$ cat src/sslim_pkg.sv
`timescale 1ns / 1ps
// ----------------------------------------------------------------------------
// sslim_pkg
// Shared widths, constants and types of the soft saturation limiter.
// ----------------------------------------------------------------------------
package sslim_pkg;

  localparam int SAMPLE_FRAC_BITS = 8;
  localparam int RATIO_FRAC_BITS  = 16;

  localparam int SAMPLE_W = 24;
  localparam int MAG_W    = 24;
  localparam int THR_W    = 16;
  localparam int HC_W     = 12;
  localparam int HQ_W     = 16;
  localparam int TQ_W     = 24;
  localparam int XQ_W     = 28;
  localparam int K_W      = RATIO_FRAC_BITS + 1;
  localparam int R_W      = 39;
  localparam int RR_W     = RATIO_FRAC_BITS;
  localparam int INV_W    = RATIO_FRAC_BITS + 1;
  localparam int Y_W      = RATIO_FRAC_BITS + 1;
  localparam int N_W      = HC_W + RATIO_FRAC_BITS;

  // Divider geometry: one quotient bit per stage.
  localparam int NUM_W      = 44;
  localparam int DEN_W      = 40;
  localparam int DIV_STAGES = NUM_W;

  localparam int TQ_SHIFT = SAMPLE_FRAC_BITS + RATIO_FRAC_BITS + 1;

  localparam logic [RATIO_FRAC_BITS:0] ONE = {1'b1, {RATIO_FRAC_BITS{1'b0}}};

  localparam logic [THR_W-1:0] THR_MIN  = 16'd16;
  localparam logic [THR_W-1:0] THR_MAX  = 16'd32768;
  localparam logic [HC_W-1:0]  HC_MIN   = 12'd1;
  localparam logic [HC_W-1:0]  HC_MAX   = 12'd2048;
  localparam logic [N_W-1:0]   HARD_DIV = 28'd2049;

  // Reciprocal of the hardness divisor for the knee position.
  localparam int               HQ_SHIFT = 40;
  localparam int               RECIP_W  = 30;
  localparam int               PROD_W   = N_W + RECIP_W;
  localparam logic [RECIP_W-1:0] HQ_RECIP = RECIP_W'((64'd1 << HQ_SHIFT) / 64'd2049);

  localparam logic [MAG_W:0] POS_LIMIT = 25'h07FFFFF;
  localparam logic [MAG_W:0] NEG_LIMIT = 25'h0800000;

  // Configuration register indexes.
  localparam logic REG_THRESHOLD = 1'b0;
  localparam logic REG_HARDNESS  = 1'b1;

  typedef logic [NUM_W-1:0] num_t;
  typedef logic [DEN_W-1:0] den_t;

  typedef struct packed {
    logic             neg;
    logic             last;
    logic [MAG_W-1:0] mag;
    logic [THR_W-1:0] thr;
    logic [HQ_W-1:0]  hq;
  } item_t;

  typedef struct packed {
    logic             neg;
    logic             last;
    logic [MAG_W-1:0] mag;
    logic [HQ_W-1:0]  hq;
    logic [TQ_W-1:0]  tq;
    logic [XQ_W-1:0]  xq;
    logic             knee;
    logic [XQ_W-1:0]  d;
    logic [K_W-1:0]   k;
    logic [R_W-1:0]   r;
    logic [RR_W-1:0]  rr;
    logic             big;
  } side_t;

endpackage

$ cat src/sslim_queue.sv
`timescale 1ns / 1ps
// ----------------------------------------------------------------------------
// sslim_queue
// Two-entry queue between the classifying front and the arithmetic back.
// ----------------------------------------------------------------------------
module sslim_queue (
  input  logic             clk,
  input  logic             rst,
  input  logic             push,
  input  sslim_pkg::item_t push_item,
  input  logic             pop,
  output logic             full,
  output logic             valid,
  output sslim_pkg::item_t head
);

  sslim_pkg::item_t mem [2];
  logic             wr_ptr;
  logic             rd_ptr;
  logic [1:0]       count;
  logic             do_push;
  logic             do_pop;

  assign full    = (count == 2'd2);
  assign valid   = (count != 2'd0);
  assign do_push = push && !full;
  assign do_pop  = pop && valid;
  assign head    = mem[rd_ptr];

  always_ff @(posedge clk) begin
    if (rst) begin
      wr_ptr <= 1'b0;
      rd_ptr <= 1'b0;
      count  <= 2'd0;
    end else begin
      if (do_push) begin
        wr_ptr <= ~wr_ptr;
      end
      if (do_pop) begin
        rd_ptr <= ~rd_ptr;
      end
      count <= count + 2'(do_push) - 2'(do_pop);
    end
  end

  always_ff @(posedge clk) begin
    if (do_push) begin
      mem[wr_ptr] <= push_item;
    end
  end

endmodule

$ cat config.mk
export PLATFORM = sky130hd
export DESIGN_NAME = sslim_queue
export DESIGN_NICKNAME = d
export VERILOG_FILES = /design/src/sslim_pkg.sv /design/src/sslim_queue.sv
export SDC_FILE = /design/constraint.sdc
export NUM_CORES = 1
export LEC_CHECK = 0
export BUFFER_PORTS_ARGS = -buffer_cell sky130_fd_sc_hd__buf_2
export CAP_MARGIN = 15
export CORE_UTILIZATION = 41
export CTS_BUF_LIST = sky130_fd_sc_hd__clkbuf_4
export DETAILED_ROUTE_END_ITERATION = 10
export PLACE_DENSITY = 0.63
export SKIP_CTS_REPAIR_TIMING = 1
export SLEW_MARGIN = 10
export SYNTH_ARGS = -nofsm -noshare
export SYNTH_HDL_FRONTEND = slang
export SYNTH_SLANG_ARGS = --single-unit
$ cat constraint.sdc
create_clock -name clk -period 3.3 [get_ports clk]
set_clock_uncertainty 0.15 [all_clocks]
set_input_delay 0 -clock clk [delete_from_list [all_inputs] [get_ports clk]]
set_output_delay 0 -clock clk [all_outputs]
set_load 0.005 [all_outputs]
# Word-level counts from Yosys, hierarchy flattened
# Memories as Yosys holds them, arrays and structs flattened. A register that Yosys moved wholly into a read port is not among the register bits.
# Index checks and enable logic that the tools add are counted.
[op_classes]
add_sub_neg = 2
n_mul = 0
n_reduce_logical = 4
mux = 4
n_bitwise = 2
n_div = 0
n_shift = 0
n_eq_ne = 1
n_lt_le_gt_ge = 0
[ops]
columns = ["cell", "n"]
rows = [
  ["$mux 1", 4],
  ["$add 2x1->2", 1],
  ["$eq 2x2->1 const B", 1],
  ["$logic_and 1x1->1", 2],
  ["$not 1->1", 2],
  ["$reduce_bool 2->1", 1],
  ["$sub 2x1->2", 1],
  ["$logic_not 1->1", 1],
]
[word_totals]
ram_bits = 116
latch_bits = 0
register_bits = 4
memories = 1
inputBits = 62
output_inout_bits = 60
romBits = 0
word_cells = 17
[mem_list]
columns = ["memory", "words", "word_bits", "read_ports", "rd_clocked_by_memory_dff", "wr", "line", "text"]
rows = [
  ["mem", 2, 58, 1, 1, 1, "sslim_queue.sv:17", "sslim_pkg::item_t mem [2];"],
]

# Longest topological paths before layout
[logic_depth]
word_depth = 5
mapped_depth = 8
depth_no_buf = 8

# Worst setup path after synthesis
# Ideal clock, no wire load.
[synth_path]
kind = "reg-to-reg"
start = "register count[0]"
end = "memory mem[0][0] (netlist name) (enable)"
period_less_slack_ns = 2.542
path_buffers = 0
setup_time_ns = 0.412
slack_ns = 0.758
required_time_ns = 2.738
arrival_time_ns = 1.980
stages_incl_launch_ff = 5
path_cell_list = "dfxtp_1 -> nand2b_2 -> inv_2 -> or3_1 -> inv_1"
[synth_via]
elab_chain_cells = 5
[synth_rtl]
columns = ["element", "line", "text"]
rows = [
  ["start, declared", "sslim_queue.sv:20", "logic [1:0] count;"],
  ["start signal, assigned", "sslim_queue.sv:42", "count <= count + 2'(do_push) - 2'(do_pop);"],
  ["$eq 2x2->1", "sslim_queue.sv:24", "assign full = (count == 2'd2);"],
  ["via full", "sslim_queue.sv:12", "output logic full,"],
  ["$logic_not 1->1", "sslim_queue.sv:26", "assign do_push = push && !full;"],
  ["$logic_and 1x1->1", "sslim_queue.sv:26", ""],
  ["$mux 1", "sslim_queue.sv:47", "if (do_push) begin"],
  ["$mux 1 (not written as such)", "sslim_queue.sv:48", "mem[wr_ptr] <= push_item;"],
  ["end, declared", "sslim_queue.sv:17", ""],
]
# The timed path passes the listed nets, and every way through them passes these cells.

==> flow_metrics.env <==
export IMPL_status="finished, final reports clean"
export IMPL_pwr_share_seq_pct=51.3
export IMPL_setup_tns_ns=0
export IMPL_worst_pin_slew_ns=0.736
export IMPL_cp_end_kind="output port"
export IMPL_avgViaCountPerCell=4.63
export IMPL_rsz0062_at_grt="false"
export IMPL_synth_seq_cells=121
export IMPL_pwr_share_clk_pct=25.8
export IMPL_io_pins=122
export IMPL_synth_avg_cell_area_um2=21.4
export IMPL_async_reset_ff_share_pct=0
export IMPL_die_height_um=106
export IMPL_cp_cell_sequence="buf_12, mux2_2, buf_2"
export IMPL_gp_congestion=0.686
export IMPL_syn_inst=206
export IMPL_use_met1_pct=18.0
export IMPL_yosysWarnings=0
export IMPL_drc=0
export IMPL_synth_cell_type_count=22
export IMPL_met2_usage_pct=22.4
export IMPL_drt_wl_total_um=8330
export IMPL_htree_levels=4
export IMPL_clk_latency_ns=0.47
export IMPL_grt_first_pass_wirelength_um=11800
export IMPL_pwr_share_comb_pct=23.0
export IMPL_cp_arrival_ns=2.10
export IMPL_rows=37
export IMPL_cts_root_buf="clkbuf_4"
export IMPL_cts_made_buffers=17
export IMPL_ys_seq_area_share_pct=81.2
export IMPL_fmax_ghz=0.444
export IMPL_netlist_area_mm2=0.00442
export IMPL_via_count=2572
export IMPL_synth_main_ff_cell="edfxtp_1"
export IMPL_switching_share_pct=26.5
export IMPL_antennaDiodeCount=0
export IMPL_filler_cell_count=834
export IMPL_critPathKind="reg2out"
export IMPL_grt_overflow_total=0
export IMPL_core_mm2=0.0104
export IMPL_slowest_stage="dfxtp_2"
export IMPL_syn_nets=270
export IMPL_initial_core_util_pct=42.6
export IMPL_finalCriticalPeriod_ns=2.25
export IMPL_area_growth_pct=38.2
export IMPL_grt_max_degree=32
export IMPL_p_leak_nw=2.33
export IMPL_startpoint_type="register"
export IMPL_p_sw_mw=1.03
export IMPL_grtUsageMet3_pct=5.63
export IMPL_antenna_left=0
export IMPL_grt_usage_pct=14.4
export IMPL_hold_viol=0
export IMPL_synth_edf_count=116
export IMPL_port_buffers=121
export IMPL_internal_power_mw=2.86
export IMPL_clkSinkCount=121
export IMPL_drive_above_1_share_pct=52.3
export IMPL_min_path_type="in2reg"
export IMPL_dieArea_mm2=0.0112
export IMPL_drt_iter0_markers=81
export IMPL_p_per_area_mw_per_mm2=637
export IMPL_antenna_found_initial=0
export IMPL_top_usage_layer="met2"
export IMPL_die_x_um=106
export IMPL_clk_pin_slew_ns=0.11
export IMPL_critPathTopFamily="flip-flops"
export IMPL_finalSetupViolCount=0
export IMPL_fin_nets=470
export IMPL_ir_worst_vdd_mv=0.413
export IMPL_grt_pass1_vias=2318
export IMPL_cts_tree="yes"
export IMPL_dpl_hpwl_um=4950
export IMPL_fin_hold_ws_ns=0.0888
export IMPL_min_period_over_period_pct=68.2
export IMPL_wl_per_cell_um=15.0
export IMPL_clockBufferDepth=2
export IMPL_dr_pass1_iters=4
export IMPL_cpPeakStageDelay_ns=0.82
export IMPL_crit_path_max_fanout=31
export IMPL_path_buf_inv=2
export IMPL_drv_cap=0
export IMPL_worst_slew_margin_rel_pct=51.0
export IMPL_worstPathRequired_ns=3.15
export IMPL_drv_slew=0
-- cell type report --
class	count	area, um2	share of cell area [%]
sequential	121	3580	58.7
timing repair buffer	187	1280	21.0
inverter	4	15.0	0.246
tap	136	170	2.79
clock buffer	17	128	2.09
multi-input combinational	75	772	12.6
clock inverter	15	153	2.50
-- worst paths after layout --
path | start | endpoint | slack [ns] | cells past startpoint
max reg2reg | count[0] | mem[0][20] | 1.12 | 5
max | register | head[54] | 1.05 | 3
min | push_item[55] | mem[1][55] | 0.09 | 2
min reg2reg | wr_ptr | wr_ptr | 0.35 | 2
-- sequential cells by signal, indices dropped and copies added, names as in the netlist, named ones only --
signal  cells
count       2
wr_ptr      1
mem       116
rd_ptr      1
-- metrics by stage --
| step | util (%) | setup WS, ns | cells | total power [mW] | instance area (um2) |
|---|---|---|---|---|---|
| after floorplan | - | 0.758 | 206 | 2.51 | 4420 |
| after global placement | 50.2 | 1.17 | 461 | 2.86 | 5200 |
| after detailed placement | 50.2 | 1.11 | 461 | 2.87 | 5200 |
| after CTS | 52.9 | 0.934 | 493 | 3.89 | 5480 |
| after global routing | 58.9 | 0.869 | 555 | 4.10 | 6100 |
| final | 58.9 | 1.05 | 555 | 3.89 | 6100 |
-- worst reg2reg max path: stages, from the launching register on --
cell and delay [ns]:
dfxtp_1 0.38, nand2b_2 0.15, inv_2 0.04, or3_1 0.35, inv_2 0.38, buf_4 0.41
-- power by group through the flow --
stage                     clock network, mW  registers, mW  logic, mW
after floorplan                           0           1.98      0.532
after detailed placement                  0           2.03      0.840
after global routing                   1.10           2.02      0.982
after global placement                    0           2.02      0.837
after CTS                              1.04           2.00      0.848
final                                  1.00           1.99      0.893
-- logic make-up after synthesis --
family,after synthesis,synth area share (%)
buf+inv,10,1.36
simple gates,9,1.13
mux,58,14.8
xor+xnor,3,0.595
compound gates,3,0.397
fa+ha+maj,2,0.567
flops,121,81.2
-- synthesized netlist by cell type, types with 2 or more instances --
cell,count,area (um2)
dfxtp_1,5,100
ha_1,2,25.0
inv_1,3,11.3
xnor2_1,2,17.5
edfxtp_1,116,3480
nor2_1,3,11.3
mux2_2,57,642
buf_2,3,15.0
buf_6,2,22.5
-- placed cells by master, fill, tap and decap left out --
cell type	instances
mux2_1	1
dlygate4sd3_1	62
or2_2	1
buf_2	121
nor2b_1	1
buf_12	2
bufinv_16	2
inv_2	2
buf_4	2
clkinv_1	1
o21a_1	1
ha_1	2
clkinv_2	3
xor2_1	1
inv_1	2
dfxtp_1	4
edfxtp_1	116
clkbuf_4	17
nor2_1	3
or3_1	1
xnor2_1	2
and3_2	1
nand2_1	1
clkinv_4	3
a21oi_1	1
nand2b_2	1
o21ai_0	1
clkinvlp_4	4
inv_6	2
dfxtp_2	1
mux2_2	57
-- metal layers --
layer	vias to the layer above	part of all wire, %
li1	1210	-
met1	1274	43
met2	81	51
met3	7	5.6
met4	0	0.82
met5	-	0
No activity file was read; power rests on OpenSTA's default activity.
