## src/sslim_pkg.sv

```systemverilog
`timescale 1ns / 1ps
// ----------------------------------------------------------------------------
// sslim_pkg
// Shared widths, constants and types of the soft saturation limiter.
// ----------------------------------------------------------------------------
package sslim_pkg;

  localparam int SAMPLE_FRAC_BITS = 8;
  localparam int RATIO_FRAC_BITS  = 16;

  localparam int SAMPLE_W = 24;
  localparam int MAG_W    = 24;
  localparam int THR_W    = 16;
  localparam int HC_W     = 12;
  localparam int HQ_W     = 16;
  localparam int TQ_W     = 24;
  localparam int XQ_W     = 28;
  localparam int K_W      = RATIO_FRAC_BITS + 1;
  localparam int R_W      = 39;
  localparam int RR_W     = RATIO_FRAC_BITS;
  localparam int INV_W    = RATIO_FRAC_BITS + 1;
  localparam int Y_W      = RATIO_FRAC_BITS + 1;
  localparam int N_W      = HC_W + RATIO_FRAC_BITS;

  // Divider geometry: one quotient bit per stage.
  localparam int NUM_W      = 44;
  localparam int DEN_W      = 40;
  localparam int DIV_STAGES = NUM_W;

  localparam int TQ_SHIFT = SAMPLE_FRAC_BITS + RATIO_FRAC_BITS + 1;

  localparam logic [RATIO_FRAC_BITS:0] ONE = {1'b1, {RATIO_FRAC_BITS{1'b0}}};

  localparam logic [THR_W-1:0] THR_MIN  = 16'd16;
  localparam logic [THR_W-1:0] THR_MAX  = 16'd32768;
  localparam logic [HC_W-1:0]  HC_MIN   = 12'd1;
  localparam logic [HC_W-1:0]  HC_MAX   = 12'd2048;
  localparam logic [N_W-1:0]   HARD_DIV = 28'd2049;

  // Reciprocal of the hardness divisor for the knee position.
  localparam int               HQ_SHIFT = 40;
  localparam int               RECIP_W  = 30;
  localparam int               PROD_W   = N_W + RECIP_W;
  localparam logic [RECIP_W-1:0] HQ_RECIP = RECIP_W'((64'd1 << HQ_SHIFT) / 64'd2049);

  localparam logic [MAG_W:0] POS_LIMIT = 25'h07FFFFF;
  localparam logic [MAG_W:0] NEG_LIMIT = 25'h0800000;

  // Configuration register indexes.
  localparam logic REG_THRESHOLD = 1'b0;
  localparam logic REG_HARDNESS  = 1'b1;

  typedef logic [NUM_W-1:0] num_t;
  typedef logic [DEN_W-1:0] den_t;

  typedef struct packed {
    logic             neg;
    logic             last;
    logic [MAG_W-1:0] mag;
    logic [THR_W-1:0] thr;
    logic [HQ_W-1:0]  hq;
  } item_t;

  typedef struct packed {
    logic             neg;
    logic             last;
    logic [MAG_W-1:0] mag;
    logic [HQ_W-1:0]  hq;
    logic [TQ_W-1:0]  tq;
    logic [XQ_W-1:0]  xq;
    logic             knee;
    logic [XQ_W-1:0]  d;
    logic [K_W-1:0]   k;
    logic [R_W-1:0]   r;
    logic [RR_W-1:0]  rr;
    logic             big;
  } side_t;

endpackage

```

## src/sslim_front.sv

```systemverilog
`timescale 1ns / 1ps
// ----------------------------------------------------------------------------
// sslim_front
// Accepts samples, takes the magnitude and sign, clamps the settings and
// derives the knee position.
// ----------------------------------------------------------------------------
module sslim_front (
  input  logic                                   clk,
  input  logic                                   rst,
  input  logic                                   start,
  input  logic                                   q_full,
  input  logic signed [sslim_pkg::SAMPLE_W-1:0]  sample_in,
  input  logic                                   last_in,
  input  logic [sslim_pkg::THR_W-1:0]            threshold_level,
  input  logic [sslim_pkg::HC_W-1:0]             hardness_code,
  output logic                                   push,
  output sslim_pkg::item_t                       push_item
);

  localparam int NW = sslim_pkg::N_W;
  localparam int HW = sslim_pkg::HQ_W;

  logic                            accept;
  logic [sslim_pkg::THR_W-1:0]     thr_c;
  logic [sslim_pkg::HC_W-1:0]      hc_c;
  logic [NW-1:0]                   n;
  logic [sslim_pkg::MAG_W-1:0]     mag;

  logic                            f1_v;
  logic                            f1_neg;
  logic                            f1_last;
  logic [sslim_pkg::MAG_W-1:0]     f1_mag;
  logic [sslim_pkg::THR_W-1:0]     f1_thr;
  logic [NW-1:0]                   f1_n;
  logic [sslim_pkg::PROD_W-1:0]    f1_prod;

  logic [HW-1:0]                   q0;
  logic [NW-1:0]                   qm;
  logic [NW-1:0]                   rem;

  assign accept = start && !q_full;

  always_comb begin
    if (threshold_level < sslim_pkg::THR_MIN) begin
      thr_c = sslim_pkg::THR_MIN;
    end else if (threshold_level > sslim_pkg::THR_MAX) begin
      thr_c = sslim_pkg::THR_MAX;
    end else begin
      thr_c = threshold_level;
    end
    if (hardness_code < sslim_pkg::HC_MIN) begin
      hc_c = sslim_pkg::HC_MIN;
    end else if (hardness_code > sslim_pkg::HC_MAX) begin
      hc_c = sslim_pkg::HC_MAX;
    end else begin
      hc_c = hardness_code;
    end
  end

  assign n   = {hc_c, {sslim_pkg::RATIO_FRAC_BITS{1'b0}}};
  assign mag = sample_in[sslim_pkg::SAMPLE_W-1] ? (~sample_in + 24'd1) : sample_in;

  always_ff @(posedge clk) begin
    if (rst) begin
      f1_v <= 1'b0;
    end else begin
      f1_v <= accept;
    end
    if (accept) begin
      f1_neg  <= sample_in[sslim_pkg::SAMPLE_W-1];
      f1_last <= last_in;
      f1_mag  <= mag;
      f1_thr  <= thr_c;
      f1_n    <= n;
      f1_prod <= sslim_pkg::PROD_W'(n) * sslim_pkg::PROD_W'(sslim_pkg::HQ_RECIP);
    end
  end

  // Reciprocal estimate is low by at most one; correct with the remainder.
  assign q0  = HW'(f1_prod >> sslim_pkg::HQ_SHIFT);
  assign qm  = (NW'(q0) << 11) + NW'(q0);
  assign rem = f1_n - qm;

  assign push = f1_v;

  always_comb begin
    push_item.neg  = f1_neg;
    push_item.last = f1_last;
    push_item.mag  = f1_mag;
    push_item.thr  = f1_thr;
    push_item.hq   = (rem >= sslim_pkg::HARD_DIV) ? q0 + 16'd1 : q0;
  end

endmodule

```

## config.mk

```make
export PLATFORM = sky130hd
export DESIGN_NAME = sslim_front
export DESIGN_NICKNAME = d
export VERILOG_FILES = /design/src/sslim_pkg.sv /design/src/sslim_front.sv
export SDC_FILE = /design/constraint.sdc
export NUM_CORES = 1
export LEC_CHECK = 0
export BUFFER_PORTS_ARGS = -buffer_cell sky130_fd_sc_hd__buf_2
export CORE_AREA = 2 2 115 200
export DETAILED_ROUTE_END_ITERATION = 12
export DIE_AREA = 0 0 117 202
export MAX_ROUTING_LAYER = met4
export PLACE_DENSITY = 0.67
export SYNTH_ARGS = -nofsm -noshare
export SYNTH_HDL_FRONTEND = slang
export SYNTH_SLANG_ARGS = --single-unit
```

## constraint.sdc

```tcl
create_clock -name clk -period 7.15 [get_ports clk]
set_clock_uncertainty 0.2 [all_clocks]
set_input_delay 0.715 -clock clk [delete_from_list [all_inputs] [get_ports clk]]
set_output_delay 0.715 -clock clk [all_outputs]
set_load 0.02 [all_outputs]
```

---- Word level (Yosys, flattened, before mapping) ----
Cells that the tools add are included.
W data, S select, Z words.
storage, ports and cells
  flip-flop bits (word level) ............. 95
  bits in latches ......................... 0
  bits in writable memories ............... 0
  ROM bits ................................ 0
  memories ................................ 0
cells by class
  add/subtract/negate cells ............... 4
  multipliers ............................. 1
  divide/modulo/power cells ............... 0
  magnitude comparators ................... 5
  equal/unequal tests ..................... 0
  shift-type cells ........................ 0
  multiplexer cells ....................... 5
  bitwise logic cells ..................... 1
  reduce and logical (&&, ||, !) cells .... 3
operator list
  kind                      number
  $mul A12 B29 Y40 const B  1
  $mux W16                  2
  $add A27 B16 Y28          1
  $ge A28 B12 Y1 const B    1
  $sub A28 B28 Y28          1
  $add A24 B1 Y24 const B   1
  $mux W12                  2
  $not A24 Y24              1
  $mux W23                  1
  $add A16 B1 Y16 const B   1
  $gt A16 B16 Y1 const B    1
  $lt A16 B5 Y1 const B     1
  $gt A12 B12 Y1 const B    1
  $lt A12 B1 Y1 const B     1
  $reduce_or A2 Y1          1
  $logic_and A1 B1 Y1       1
  $logic_not A1 Y1          1

---- Logic depth before layout (Yosys ltp) ----
  word-level depth ........................ 4
  gate-level depth with buffers ........... 25
  mapped depth without buffers ............ 24

---- Worst setup path after synthesis ----
Ideal clock, no wire load.
  kind .................................... input -> register
  from .................................... in hardness_code[11] (netlist bit)
  to ...................................... reg f1_prod[55] (netlist bit), data pin
  data arrival time ....................... 5974 ps
  data required time ...................... 6684 ps
  slack ................................... 711 ps
  cell stages on the path ................. 23
  cells stage by stage .................... clkbuf_1 -> nand2b_1 -> ha_1 -> inv_1 -> ha_1 -> inv_1 -> fa_1 -> inv_1 -> fa_1 -> fa_1 -> inv_1 -> fa_1 -> inv_1 -> ha_1 -> a22o_1 -> o31ai_1 -> o21ai_0 -> a21oi_1 -> o21ai_0 -> a41o_1 -> nor4_1 -> nor3_1 -> xor2_1
on the way
  word-level cells in the longest chain between the ends .. 4
  elaborated cells between the ends (all ways) .. 5
  classes of those cells .................. 1 x mul; 2 x order compare; 2 x mux
RTL lines
  element                 RTL line           RTL
  start: declaration      sslim_front.sv:15  input logic [sslim_pkg::HC_W-1:0] hardness_code,
  $gt A12 B12 Y1          sslim_front.sv:53  end else if (hardness_code > sslim_pkg::HC_MAX) begin
  $mux W12                sslim_front.sv:53
  $mux W12 *              sslim_front.sv:51  if (hardness_code < sslim_pkg::HC_MIN) begin
  $mul A12 B29 Y40 *      sslim_front.sv:75  f1_prod <= sslim_pkg::PROD_W'(n) * sslim_pkg::PROD_W'(sslim_pkg::HQ_RECIP);
  end signal: assignment  sslim_front.sv:75
  end: declaration        sslim_front.sv:35  logic [sslim_pkg::PROD_W-1:0] f1_prod;
Every way passes the cells marked *; elsewhere a longest branch is shown, timed or not.
A chain may end at the register's enable or synchronous reset.

---- Worst setup path after layout ----
Same ends and word-level chain as after synthesis.

==> flow_summary_export.csv <==
group,metric,value,unit
power_and_ir_drop,peakVddDrop,0.210,mV
timing,relSlewSlack,42.0,%
drt,vias,6925,
synth,yosys.cell_types.count,66,
timing,drv_slew,0,
place,place.gp.congestion,0.922,
clock_network,cts_buffer_depth,2,
synth,netlist_area,0.00864,sq mm
synth,avgSynthCellArea,9.44,sq um
clock_network,cts_root_buffer,"clkbuf_16",
power_and_ir_drop,power,0.00461,W
place,hpwl,19400,um
timing,fin_crit_sh,91.9,%
synth,synth_top_family_by_area,"adder cells",
grt,grt_use_total,20.3,%
synth,synth-xor-area-share,6.80,%
hold_path,hold_class,"input port to flip-flop",
clock_network,cts_tree,"done",
synth,ys_dominant_reg_cell,"edfxtp_1",
worst_setup_path,startpoint_type,"input port",
grt,grt_max_degree,60,
synth,post-synth-top-count-cell,"inv_1",
finish,n_fill_cell,2172,
die,start_util,39.1,%
drt,drt_iter0_drc,249,
synth,synth_compound_area_share,14.1,%
synth,synthMuxAreaShare,0.840,%
clock_network,clk_pin_slew,0.06,ns
worst_setup_path,cp-end-kind,"flip-flop",
finish,diodes,0,
drt,drt-total-wl,22100,um
clock_network,postCtsSetupBuffers,0,
synth,synth_area_leaders,"edfxtp_1 (24%), ha_1 (20%), fa_1 (12%), inv_1 (7.6%), xnor2_1 (5.4%)",
finish,post_route_cells_drive_above_1_share,14.1,%
place,dp_cells,1312,
clock_network,cts_resized,0,
clock_network,numCtsBuffers,9,
place,portBuffers,115,
worst_setup_path,crit_type,"input port to flip-flop",
die,num_io_pins,116,
worst_setup_path,cp_data_required_time,7.03,ns
synth,synth.yosys.seq_area_share,24.6,%
synth,synth_common_cells,"inv_1 (175), ha_1 (140), edfxtp_1 (70)",
synth,ys_ff_latch,71,
grt,grt_overflow,0,
timing,grt_setup_unrepaired,"false",
die,design.core.area,0.0221,sq mm
run_status,status,"finished, final reports clean",
drt,drc,0,
finish,nets,1277,
clock_network,cts.hold.buffers_added,0,
drt,wl_per_cell,16.6,um
synth,syn_nets,1165,
finish,area_delta_synth_final,14.2,%
synth,synth_edf_count,70,
synth,yosysTopAreaCell,"edfxtp_1",
synth,netlist_instances,915,
power_and_ir_drop,p_per_area,468,mW/mm^2
power_and_ir_drop,power_leakage,4.82,nW
synth,synth-simple-area-share,12.3,%
clock_network,cts.sinks,71,
die,die-area,0.0236,sq mm
worst_setup_path,crit_fanout,13,
timing,tightestPinTransition,0.848,ns
clock_network,htree_levels,3,
grt,grt_pass1_vias,7491,
job,max_cap_viol_count,0,
timing,timing.fmax,152,MHz
place,dpl_worst_slack,0.254,ns
synth,synthAdderAreaFrac,32.6,%
drt,dr.pass1.iters,4,
synth,synthArstFlopShare,0,%
die,die_y,202,um
finish,instances_no_fill,1328,
timing,setup_tns,0,ns
timing,worst_slack,0.576,ns
synth,synth.top_cell.area_share,24.3,%
die,die_w,117,um
timing,finalHoldViolCount,0,
drt,viasPerCell,5.21,
synth,yosysWarnings,0,
die,rows,72,
grt,grt_pass1_wl,36000,um
timing,finalCriticalPeriod,6.57,ns
drt,detail-route-antenna-nets,0,
worst_setup_path,arrival,6.46,ns
timing,setup_viol,0,
grt,antenna_found_initial,0,
## worst max-delay path: stages
cell and delay (ns):
buf_2 0.17, nand2b_1 0.18, ha_1 0.30, inv_1 0.06, ha_1 0.38, inv_1 0.14, fa_1 0.66, inv_1 0.09
fa_1 0.51, fa_1 0.55, inv_1 0.05, fa_1 0.55, inv_1 0.05, ha_1 0.33, a22o_1 0.20, o31ai_1 0.20
o21ai_0 0.13, a21oi_1 0.25, o21ai_0 0.18, a41o_1 0.32, nor4_1 0.19, nor3_1 0.10, xor2_1 0.14
## flip-flops by register name (all words and copies together) (netlist names)
register and count:
f1_last 1, f1_mag 24, f1_prod 17, f1_n 11, push 1, f1_thr 16, f1_neg 1
## kinds of logic after synthesis
group	count (synthesis)
flops	71
buf+inv	197
simple gates	202
fa+ha+maj	193
mux	7
other cells	1
xor+xnor	67
compound gates	177
## layout make-up
class / count / area [sq um] / area share, %
clock buffer: 10 / 229 / 2.32
inverter: 175 / 657 / 6.66
multi-input combinational: 647 / 5760 / 58.4
sequential: 71 / 2120 / 21.5
tap: 296 / 370 / 3.76
timing repair buffer: 123 / 636 / 6.45
clock inverter: 6 / 85.1 / 0.863
## cells in the final DEF, fill, tap and decap left out, types with 3 or more instances in the layout
cell type	instances
a2111oi_0	5
a211oi_1	6
a21o_1	23
a21oi_1	42
a22oi_1	4
a31oi_1	8
and2_1	13
and3_1	12
buf_2	115
buf_4	8
clkbuf_16	9
edfxtp_1	70
fa_1	53
ha_1	140
inv_1	175
mux2i_1	5
nand2_1	35
nand2b_1	21
nand3_1	15
nand3b_1	3
nand4_1	6
nor2_1	38
nor2b_1	16
nor3_1	16
nor4_1	13
o211ai_1	5
o21a_1	8
o21ai_0	27
o221ai_1	3
o31a_1	3
o31ai_1	8
o41ai_1	6
or3_1	3
or4_1	6
xnor2_1	53
xor2_1	14
## final timing paths
path	startpoint	slack [ns]	cells past startpoint	endpoint
worst max-delay path	hardness_code[11]	0.58	23	f1_prod[55]$_DFFE_PP_
worst min-delay path	rst	0.32	2	push$_SDFF_PP0_
## metrics by stage
| step | area (sq um) | hold WS [ns] | utilization (%) |
|---|---|---|---|
| finish | 9860 | 0.324 | 44.7 |
| detailed placement | 9540 | 0.675 | 43.2 |
| global placement | 9540 | 0.678 | 43.2 |
| floorplan | 8640 | 0.587 | - |
| CTS | 9860 | 0.315 | 44.7 |
| global route | 9860 | 0.341 | 44.7 |
## layer usage
layer,GRT usage (%),vias up,routed length (um)
li1,-,3388,-
met1,17.7,3253,7040
met2,38.6,202,12400
met3,2.91,82,884
met4,13.1,0,1750
met5,-,-,0
## power by group
group | leakage [nW] | internal [W] | switching, W
sequential | 0.646 | 0.000613 | 0.0000761
clock | 0.150 | 0.000304 | 0.000174
combinational | 4.02 | 0.00142 | 0.00203
(Power assumes the default switching activity.)
